===== src/rtl/core/ossp_pkg.sv =====
package ossp_pkg;

    // Size of the sorted table and width of a stored value.
    localparam int CAPACITY   = 1024;
    localparam int VALUE_BITS = 31;

    // Table index and fill count widths. The count must also hold CAPACITY itself.
    localparam int IDX_W = (CAPACITY > 1) ? $clog2(CAPACITY) : 1;
    localparam int CNT_W = $clog2(CAPACITY + 1);

    typedef logic [VALUE_BITS-1:0] t_value;
    typedef logic [1:0]            t_func;
    typedef logic [IDX_W-1:0]      t_idx;
    typedef logic [CNT_W-1:0]      t_cnt;

    // Operation codes of a request.
    localparam t_func FUNC_INSERT = 2'd0;
    localparam t_func FUNC_NEXT   = 2'd1;
    localparam t_func FUNC_PREV   = 2'd2;

    // Outcome of the shared magnitude comparator.
    typedef struct packed {
        logic lt;
        logic eq;
    } t_cmp;

endpackage


===== src/rtl/core/ossp_cmp.sv =====
module ossp_cmp (
    input  ossp_pkg::t_value i_a,
    input  ossp_pkg::t_value i_b,
    output ossp_pkg::t_cmp   o_cmp
);
    import ossp_pkg::*;

    // Unsigned compare of a stored entry against the request key.
    always_comb begin
        o_cmp.lt = (i_a < i_b);
        o_cmp.eq = (i_a == i_b);
    end

endmodule

===== config.mk =====
export PLATFORM = sky130hd
export DESIGN_NAME = ossp_cmp
export DESIGN_NICKNAME = d
export VERILOG_FILES = /design/src/rtl/core/ossp_pkg.sv /design/src/rtl/core/ossp_cmp.sv
export SDC_FILE = /design/constraint.sdc
export NUM_CORES = 1
export LEC_CHECK = 0
export BUFFER_PORTS_ARGS = -buffer_cell sky130_fd_sc_hd__buf_2
export CORE_UTILIZATION = 41
export DETAILED_ROUTE_END_ITERATION = 10
export GPL_TIMING_DRIVEN = 0
export PLACE_DENSITY = 0.86
export RECOVER_POWER = 100
export SYNTH_ARGS = -nofsm -noshare
export SYNTH_HDL_FRONTEND = slang
export SYNTH_SLANG_ARGS = --single-unit

===== constraint.sdc =====
create_clock -name vclk -period 2.6
set_input_delay 0.78 -clock vclk [all_inputs]
set_output_delay 0.78 -clock vclk [all_outputs]
set_load 0.02 [all_outputs]

**Word-level counts from Yosys, hierarchy flattened**

Index checks and enable logic that the tools add are counted.

- Flip-flop bits (word level): 0
- Word-level logic and storage cells: 2
- Output and inout port bits: 2
- Input port bits: 62

- $lt $le $gt $ge: 1
- Equality and inequality tests: 1

Operator list:

| kind | count |
|---|---|
| 31-bit == test | 1 |
| 31-bit less-than comparator | 1 |

**Depth between registers and ports, before layout**

Gate-level depths: netlist (run 1).

- Depth after elaboration: 1
- Gate-level depth with buffers: 7
- Depth with buffers taken out: 7

**Worst setup path after synthesis (run 1)**

No wires, ideal clock.

- Kind: input to output
- Start point: in i_b[28]
- End point: out o_cmp[1] in the netlist's numbering
- Slack: -0.088 ns
- Data required time: 1.820 ns
- Arrival time: 1.908 ns
- Buffers on the path: 0
- Stages on the path: 7
- Cells stage by stage: inv_1 -> ha_1 -> a21o_1 -> a21o_1 -> a221oi_2 -> o21ai_1 -> a21oi_2

RTL lines:

| item | line | source |
|---|---|---|
| start, declared | ossp_cmp.sv:3 | `input ossp_pkg::t_value i_b,` |
| end, declared | ossp_cmp.sv:4 | `output ossp_pkg::t_cmp o_cmp` |

==> impl_metrics.prom, run 1 <==
# TYPE chip_impl_metric gauge
chip_impl_info{name="most-common-layout-cells",value="sky130_fd_sc_hd__buf_2, sky130_fd_sc_hd__inv_1, sky130_fd_sc_hd__ha_1, sky130_fd_sc_hd__nand2_1, sky130_fd_sc_hd__a21oi_2"} 1
chip_impl_metric{name="post_cts_hold_buffer_count",unit=""} 0
chip_impl_metric{name="io-pin-count",unit=""} 64
chip_impl_metric{name="fillers",unit=""} 156
chip_impl_metric{name="yosys.area_share.simple",unit="%"} 16.0
chip_impl_metric{name="maxSlewViolCount",unit=""} 0
chip_impl_metric{name="core_area",unit="um2"} 1750
chip_impl_info{name="whs_endpoint",value="o_cmp[1]"} 1
chip_impl_info{name="hold_start",value="i_a[30]"} 1
chip_impl_metric{name="detailedPlacementHpwl",unit="mm"} 1.92
chip_impl_metric{name="register_area",unit="um2"} 0
chip_impl_metric{name="grt_pass1_wl",unit="mm"} 2.99
chip_impl_metric{name="globalRouteOverflowTotal",unit=""} 0
chip_impl_metric{name="synthMuxAreaShare",unit="%"} 0
chip_impl_metric{name="hold_violations",unit=""} 0
chip_impl_metric{name="timing.final.crit_share",unit="%"} 109
chip_impl_metric{name="synth.net_count",unit=""} 205
chip_impl_metric{name="tightestPinTransition",unit="ns"} 0.221
chip_impl_metric{name="fraction_of_the_mapped_netlist_area_in_compound_gates",unit="%"} 19.0
chip_impl_info{name="status",value="finished, violations left"} 1
chip_impl_metric{name="syn_area_per_cell",unit="um2"} 6.93
chip_impl_metric{name="cap_violations",unit=""} 0
chip_impl_metric{name="start_util",unit="%"} 44.4
chip_impl_metric{name="syn-instance-count",unit=""} 112
chip_impl_metric{name="length_of_routed_met2_wiring",unit="mm"} 1.34
chip_impl_metric{name="finalCriticalPeriod",unit="ns"} 2.84
chip_impl_metric{name="route.met3.wl",unit="um"} 128
chip_impl_metric{name="fp.dieArea",unit="um2"} 2070
chip_impl_metric{name="sequential_element_share_of_the_synthesized_area",unit="%"} 0
chip_impl_metric{name="yosys.cell_types.count",unit=""} 19
chip_impl_metric{name="fin_ws",unit="ns"} -0.241
chip_impl_metric{name="nFlopsAndLatches",unit=""} 0
chip_impl_info{name="hold_path_class",value="input port to output port"} 1
chip_impl_metric{name="cp.required",unit="ns"} 1.82
chip_impl_metric{name="grt_pass1_vias",unit=""} 850
chip_impl_metric{name="utilization",unit="%"} 75.3
chip_impl_info{name="layout.cells.most_common",value="sky130_fd_sc_hd__buf_2"} 1
chip_impl_info{name="violated_checks",value="setup timing"} 1
chip_impl_metric{name="layout_cells_sized_above_1",unit="%"} 50.3
chip_impl_metric{name="synthAdderAreaFrac",unit="%"} 50.0
chip_impl_metric{name="chipWidth",unit="um"} 45.5
chip_impl_metric{name="maximum_clock_rate",unit="MHz"} 352
chip_impl_metric{name="vias",unit=""} 984
chip_impl_metric{name="first_pass_iters",unit=""} 4
chip_impl_metric{name="grt_antenna_before_repair",unit=""} 0
chip_impl_metric{name="worstPathArrival",unit="ns"} 2.06
chip_impl_info{name="synth_top_family_by_area",value="adder cells"} 1
chip_impl_info{name="end_kind",value="output port"} 1
chip_impl_metric{name="power_per_cell_area",unit="nW/um2"} 150
chip_impl_info{name="crit_path_start_kind",value="input port"} 1
chip_impl_metric{name="path_max_fanout",unit=""} 2
chip_impl_metric{name="overall_routed_net_length",unit="mm"} 2.33
chip_impl_metric{name="track_usage",unit="%"} 18.7
chip_impl_metric{name="area.growth.synth_to_final",unit="%"} 69.5
chip_impl_info{name="timing.setup.critical_path_class",value="input port to output port"} 1
chip_impl_metric{name="place_congestion",unit=""} 0.639
chip_impl_metric{name="detail_route.drc_violations",unit=""} 0
chip_impl_metric{name="synthesis.area",unit="um2"} 776
chip_impl_metric{name="peakVddDrop",unit="mV"} 0.0770
chip_impl_metric{name="whs_path_depth",unit=""} 6
chip_impl_metric{name="ys_warn_count",unit=""} 0
chip_impl_metric{name="grt_start_max_net_pins",unit=""} 4
chip_impl_metric{name="nClkBuffers",unit=""} 0
chip_impl_info{name="grt_setup_unrepaired",value="true"} 1
chip_impl_metric{name="post_synth_xor_area_fraction",unit="%"} 0
chip_impl_metric{name="timing.setup.tns",unit="ns"} -0.340
chip_impl_metric{name="met1Wirelength",unit="um"} 852
chip_impl_metric{name="relSlewSlack",unit="%"} 85.3
chip_impl_info{name="routed.top_layer",value="met3"} 1
chip_impl_metric{name="route.detailed.wl_per_inst",unit="um"} 11.5
chip_impl_metric{name="vias_per_cell",unit=""} 4.87
chip_impl_metric{name="final-setup-viol-count",unit=""} 2
chip_impl_metric{name="drt.antenna.violating_nets",unit=""} 0
chip_impl_metric{name="antennaDiodeCount",unit=""} 0
chip_impl_metric{name="multi_input_comb_area",unit="um2"} 798
chip_impl_metric{name="portBuffers",unit=""} 64
chip_impl_metric{name="final_net_count",unit=""} 272
chip_impl_metric{name="detail_route.iter0.violations",unit=""} 10
chip_impl_metric{name="leakagePower",unit="nW"} 0.781
chip_impl_metric{name="rows",unit=""} 15
chip_impl_metric{name="die_h",unit="um"} 45.5
[critical path, cell delays in order]
cell                       delay (ns)
sky130_fd_sc_hd__buf_2           0.10
sky130_fd_sc_hd__ha_1            0.32
sky130_fd_sc_hd__a21oi_2         0.15
sky130_fd_sc_hd__o21ai_1         0.10
sky130_fd_sc_hd__a221oi_2        0.23
sky130_fd_sc_hd__o21ai_1         0.11
sky130_fd_sc_hd__a21oi_2         0.13
sky130_fd_sc_hd__buf_6           0.13
[stage by stage]
stage	std cells	cell area [um2]	setup WS, ns	hold WS, ns	total power [mW]
final	202	1320	-0.241	2.09	0.197
after global routing	202	1320	-0.305	2.13	0.222
after CTS	201	1220	-0.206	2.11	0.175
after detailed placement	201	1160	-0.336	2.12	0.163
after global placement	201	1160	-0.311	2.11	0.151
after floorplan	112	807	-0.0424	1.88	0.0909
[kinds of logic after synthesis]
group                      Yosys count
buffers and inverters               31
and+or+nand+nor                     26
AOI/OAI and AO/OA                   24
adders and majority gates           31
[power breakdown]
part           internal [mW]  switching, mW  total [mW]
clock network              0              0           0
logic                  0.105         0.0923       0.197
registers                  0              0           0
[cells in the mapped netlist, types with 2 or more instances]
cell type | number | area [um2]
sky130_fd_sc_hd__o21ai_0 | 4 | 20.0
sky130_fd_sc_hd__inv_1 | 31 | 116
sky130_fd_sc_hd__nor2_1 | 5 | 18.8
sky130_fd_sc_hd__ha_1 | 31 | 388
sky130_fd_sc_hd__a21oi_1 | 12 | 60.1
sky130_fd_sc_hd__nand2_1 | 11 | 41.3
sky130_fd_sc_hd__a21o_1 | 2 | 15.0
sky130_fd_sc_hd__and4_1 | 2 | 17.5
sky130_fd_sc_hd__nand3_1 | 3 | 15.0
sky130_fd_sc_hd__nand4_1 | 2 | 12.5
[worst max-delay path by stage]
stage	start	endpoint	slack, ns	cells past startpoint
2_1_floorplan	i_b[28]	o_cmp[1]	-0.04	7
6_report	i_a[18]	o_cmp[1]	-0.24	8
5_1_grt	i_a[18]	o_cmp[1]	-0.31	8
4_1_cts	i_b[28]	o_cmp[1]	-0.21	9
3_5_place_dp	i_b[28]	o_cmp[1]	-0.34	9
3_3_place_gp	i_b[28]	o_cmp[1]	-0.31	9
[cell type report]
type / count / share of cell area (%)
well taps: 25 / 2.38
inverters: 31 / 9.80
multi-input cells: 81 / 60.7
repair buffers: 65 / 27.1
[layer usage]
layer | global-route usage (%) | vias up
met5 | 0 | -
met4 | 0 | 0
met3 | 0.794 | 0
met2 | 41.4 | 37
met1 | 19.5 | 435
li1 | - | 512
[timing repair]
item                                    4_1_cts  5_1_grt
resized for setup                            13       16
buffers inserted                              0        1
pin swaps                                     8        9
endpoints found under the setup margin        2        2
No activity file was read; power rests on OpenSTA's default activity.
==> inputs of run 2 (changes only) <==
Settings changed: CORE_UTILIZATION 41 to 45, PLACE_DENSITY 0.86 to 0.93.
Clock period 2.6 ns to 3.4 ns, I/O delays scaled along.
==> run 2 against run 1 <==
Power fell by 36%. Largest power group unchanged. Die area fell by 8.5%. Count of clock-buffer cells in the layout did not move. The run ends with DRC left. Flip-flop and latch count did not move.
==> impl_metrics.prom, run 2 (synthesis gave the netlist of run 1 again) <==
# TYPE chip_impl_metric gauge
chip_impl_metric{name="register_area",unit="um2"} 0
chip_impl_metric{name="maxSlewViolCount",unit=""} 0
chip_impl_metric{name="fillers",unit=""} 132
chip_impl_metric{name="chipWidth",unit="um"} 43.5
chip_impl_metric{name="post_cts_hold_buffer_count",unit=""} 0
chip_impl_info{name="most-common-layout-cells",value="sky130_fd_sc_hd__buf_2, sky130_fd_sc_hd__inv_1, sky130_fd_sc_hd__ha_1, sky130_fd_sc_hd__nand2_1, sky130_fd_sc_hd__a21oi_1"} 1
chip_impl_info{name="crit_path_end",value="o_cmp[1]"} 1
chip_impl_metric{name="final-setup-viol-count",unit=""} 0
chip_impl_metric{name="vias_per_cell",unit=""} 5.14
chip_impl_metric{name="cp.required",unit="ns"} 2.38
chip_impl_metric{name="io-pin-count",unit=""} 64
chip_impl_info{name="worstSetupStartpoint",value="i_a[24]"} 1
chip_impl_metric{name="postCtsSetupRepairBufs",unit=""} 0
chip_impl_info{name="violated_checks",value="DRC"} 1
chip_impl_metric{name="grt_start_max_net_pins",unit=""} 4
chip_impl_metric{name="vias",unit=""} 986
chip_impl_metric{name="worstPathArrival",unit="ns"} 2.29
chip_impl_metric{name="share_comb_of_total_power",unit="%"} 100.0
chip_impl_metric{name="p_switching",unit="mW"} 0.0589
chip_impl_metric{name="cap_violations",unit=""} 0
chip_impl_metric{name="antennaDiodeCount",unit=""} 0
chip_impl_metric{name="relSlewSlack",unit="%"} 84.6
chip_impl_metric{name="multi_input_comb_area",unit="um2"} 687
chip_impl_metric{name="start_util",unit="%"} 49.8
chip_impl_metric{name="place_congestion",unit=""} 0.725
chip_impl_metric{name="detail_route.drc_violations",unit=""} 10
chip_impl_metric{name="cts_resized",unit=""} 0
chip_impl_metric{name="dpl_cell_area",unit="um2"} 1120
chip_impl_metric{name="leakagePower",unit="nW"} 0.760
chip_impl_metric{name="grt_pass1_vias",unit=""} 909
chip_impl_metric{name="core_area",unit="um2"} 1560
chip_impl_metric{name="timing.final.crit_share",unit="%"} 97.2
chip_impl_metric{name="overall_routed_net_length",unit="mm"} 1.94
chip_impl_metric{name="final_net_count",unit=""} 271
chip_impl_metric{name="detail_route.iter0.violations",unit=""} 18
chip_impl_metric{name="first_pass_iters",unit=""} 7
chip_impl_info{name="crit_path_start_kind",value="input port"} 1
chip_impl_metric{name="sw_frac_of_total",unit="%"} 46.9
chip_impl_metric{name="drt.antenna.violating_nets",unit=""} 0
chip_impl_metric{name="power.clock.fraction",unit="%"} 0
chip_impl_metric{name="layout_cells_sized_above_1",unit="%"} 39.8
chip_impl_metric{name="fp.dieArea",unit="um2"} 1890
chip_impl_metric{name="nFlopsAndLatches",unit=""} 0
chip_impl_info{name="status",value="finished, violations left"} 1
chip_impl_metric{name="power_per_cell_area",unit="nW/um2"} 109
chip_impl_metric{name="portBuffers",unit=""} 64
chip_impl_info{name="layout.cells.most_common",value="sky130_fd_sc_hd__buf_2"} 1
chip_impl_metric{name="hold_violations",unit=""} 0
chip_impl_metric{name="area.growth.synth_to_final",unit="%"} 48.2
chip_impl_metric{name="peakVddDrop",unit="mV"} 0.0584
chip_impl_metric{name="maximum_clock_rate",unit="MHz"} 303
chip_impl_metric{name="grt_antenna_before_repair",unit=""} 0
chip_impl_metric{name="grt_pass1_wl",unit="mm"} 3.19
chip_impl_metric{name="detailedPlacementHpwl",unit="mm"} 1.82
chip_impl_metric{name="reg_power_share",unit="%"} 0
chip_impl_metric{name="tightestPinTransition",unit="ns"} 0.228
chip_impl_metric{name="nClkBuffers",unit=""} 0
chip_impl_metric{name="route.detailed.wl_per_inst",unit="um"} 10.1
chip_impl_info{name="hold_path_class",value="input port to output port"} 1
chip_impl_metric{name="cellInternalPower",unit="mW"} 0.0667
chip_impl_metric{name="globalRouteOverflowTotal",unit=""} 0
chip_impl_metric{name="timing.setup.tns",unit="ns"} 0
chip_impl_info{name="timing.setup.critical_path_class",value="input port to output port"} 1
chip_impl_metric{name="rows",unit=""} 14
chip_impl_metric{name="path_max_fanout",unit=""} 2
chip_impl_metric{name="finalCriticalPeriod",unit="ns"} 3.31
chip_impl_metric{name="stdcell_area",unit="um2"} 1150
chip_impl_metric{name="track_usage",unit="%"} 20.8
chip_impl_info{name="end_kind",value="output port"} 1
chip_impl_metric{name="die_h",unit="um"} 43.5
==> run 2: worst max-delay path, cell delays in order <==
cell and delay, ns:
sky130_fd_sc_hd__buf_2 0.10, sky130_fd_sc_hd__ha_1 0.32, sky130_fd_sc_hd__a21oi_2 0.14, sky130_fd_sc_hd__o21ai_1 0.09
sky130_fd_sc_hd__a221oi_2 0.25, sky130_fd_sc_hd__o21ai_1 0.10, sky130_fd_sc_hd__a21oi_2 0.12, sky130_fd_sc_hd__buf_6 0.13
==> run 2: power groups by stage <==
stage | registers [mW] | logic (mW) | clock network [mW]
floorplan | 0 | 0.0659 | 0
global placement | 0 | 0.110 | 0
detailed placement | 0 | 0.119 | 0
CTS | 0 | 0.120 | 0
global route | 0 | 0.145 | 0
finish | 0 | 0.126 | 0
==> run 2: through the flow <==
stage               cells  utilization [%]  power (mW)  hold WS, ns  setup slack [ns]
finish                192             73.8       0.126         2.58            0.0945
CTS                   192             71.6       0.120         2.61            0.0431
global placement      192             71.6       0.110         2.59            0.0550
floorplan             112                -      0.0659         2.36             0.232
global route          192             73.8       0.145         2.60           -0.0130
detailed placement    192             71.6       0.119         2.60            0.0450
==> run 2: routing by layer <==
metal  global-route usage [%]  wire length (um)
met5                        0                 0
met4                     2.50                11
met3                    0.417                89
met2                     48.2              1140
met1                     19.5               695
==> run 2: how the worst min path moves through the flow <==
stage                     startpoint       end  slack [ns]  cells past startpoint
after floorplan              i_a[30]  o_cmp[1]        2.36                      4
after global placement       i_a[30]  o_cmp[1]        2.59                      6
after detailed placement     i_a[30]  o_cmp[1]        2.60                      6
after CTS                    i_a[30]  o_cmp[1]        2.61                      6
after global routing         i_a[30]  o_cmp[1]        2.60                      6
final                        i_a[30]  o_cmp[1]        2.58                      6
==> run 2: layout make-up <==
class                      instances  share of cell area [%]
inverter                          31                    10.1
multi-input combinational         81                    59.7
tap                               16                    1.74
timing repair buffer              64                    28.4
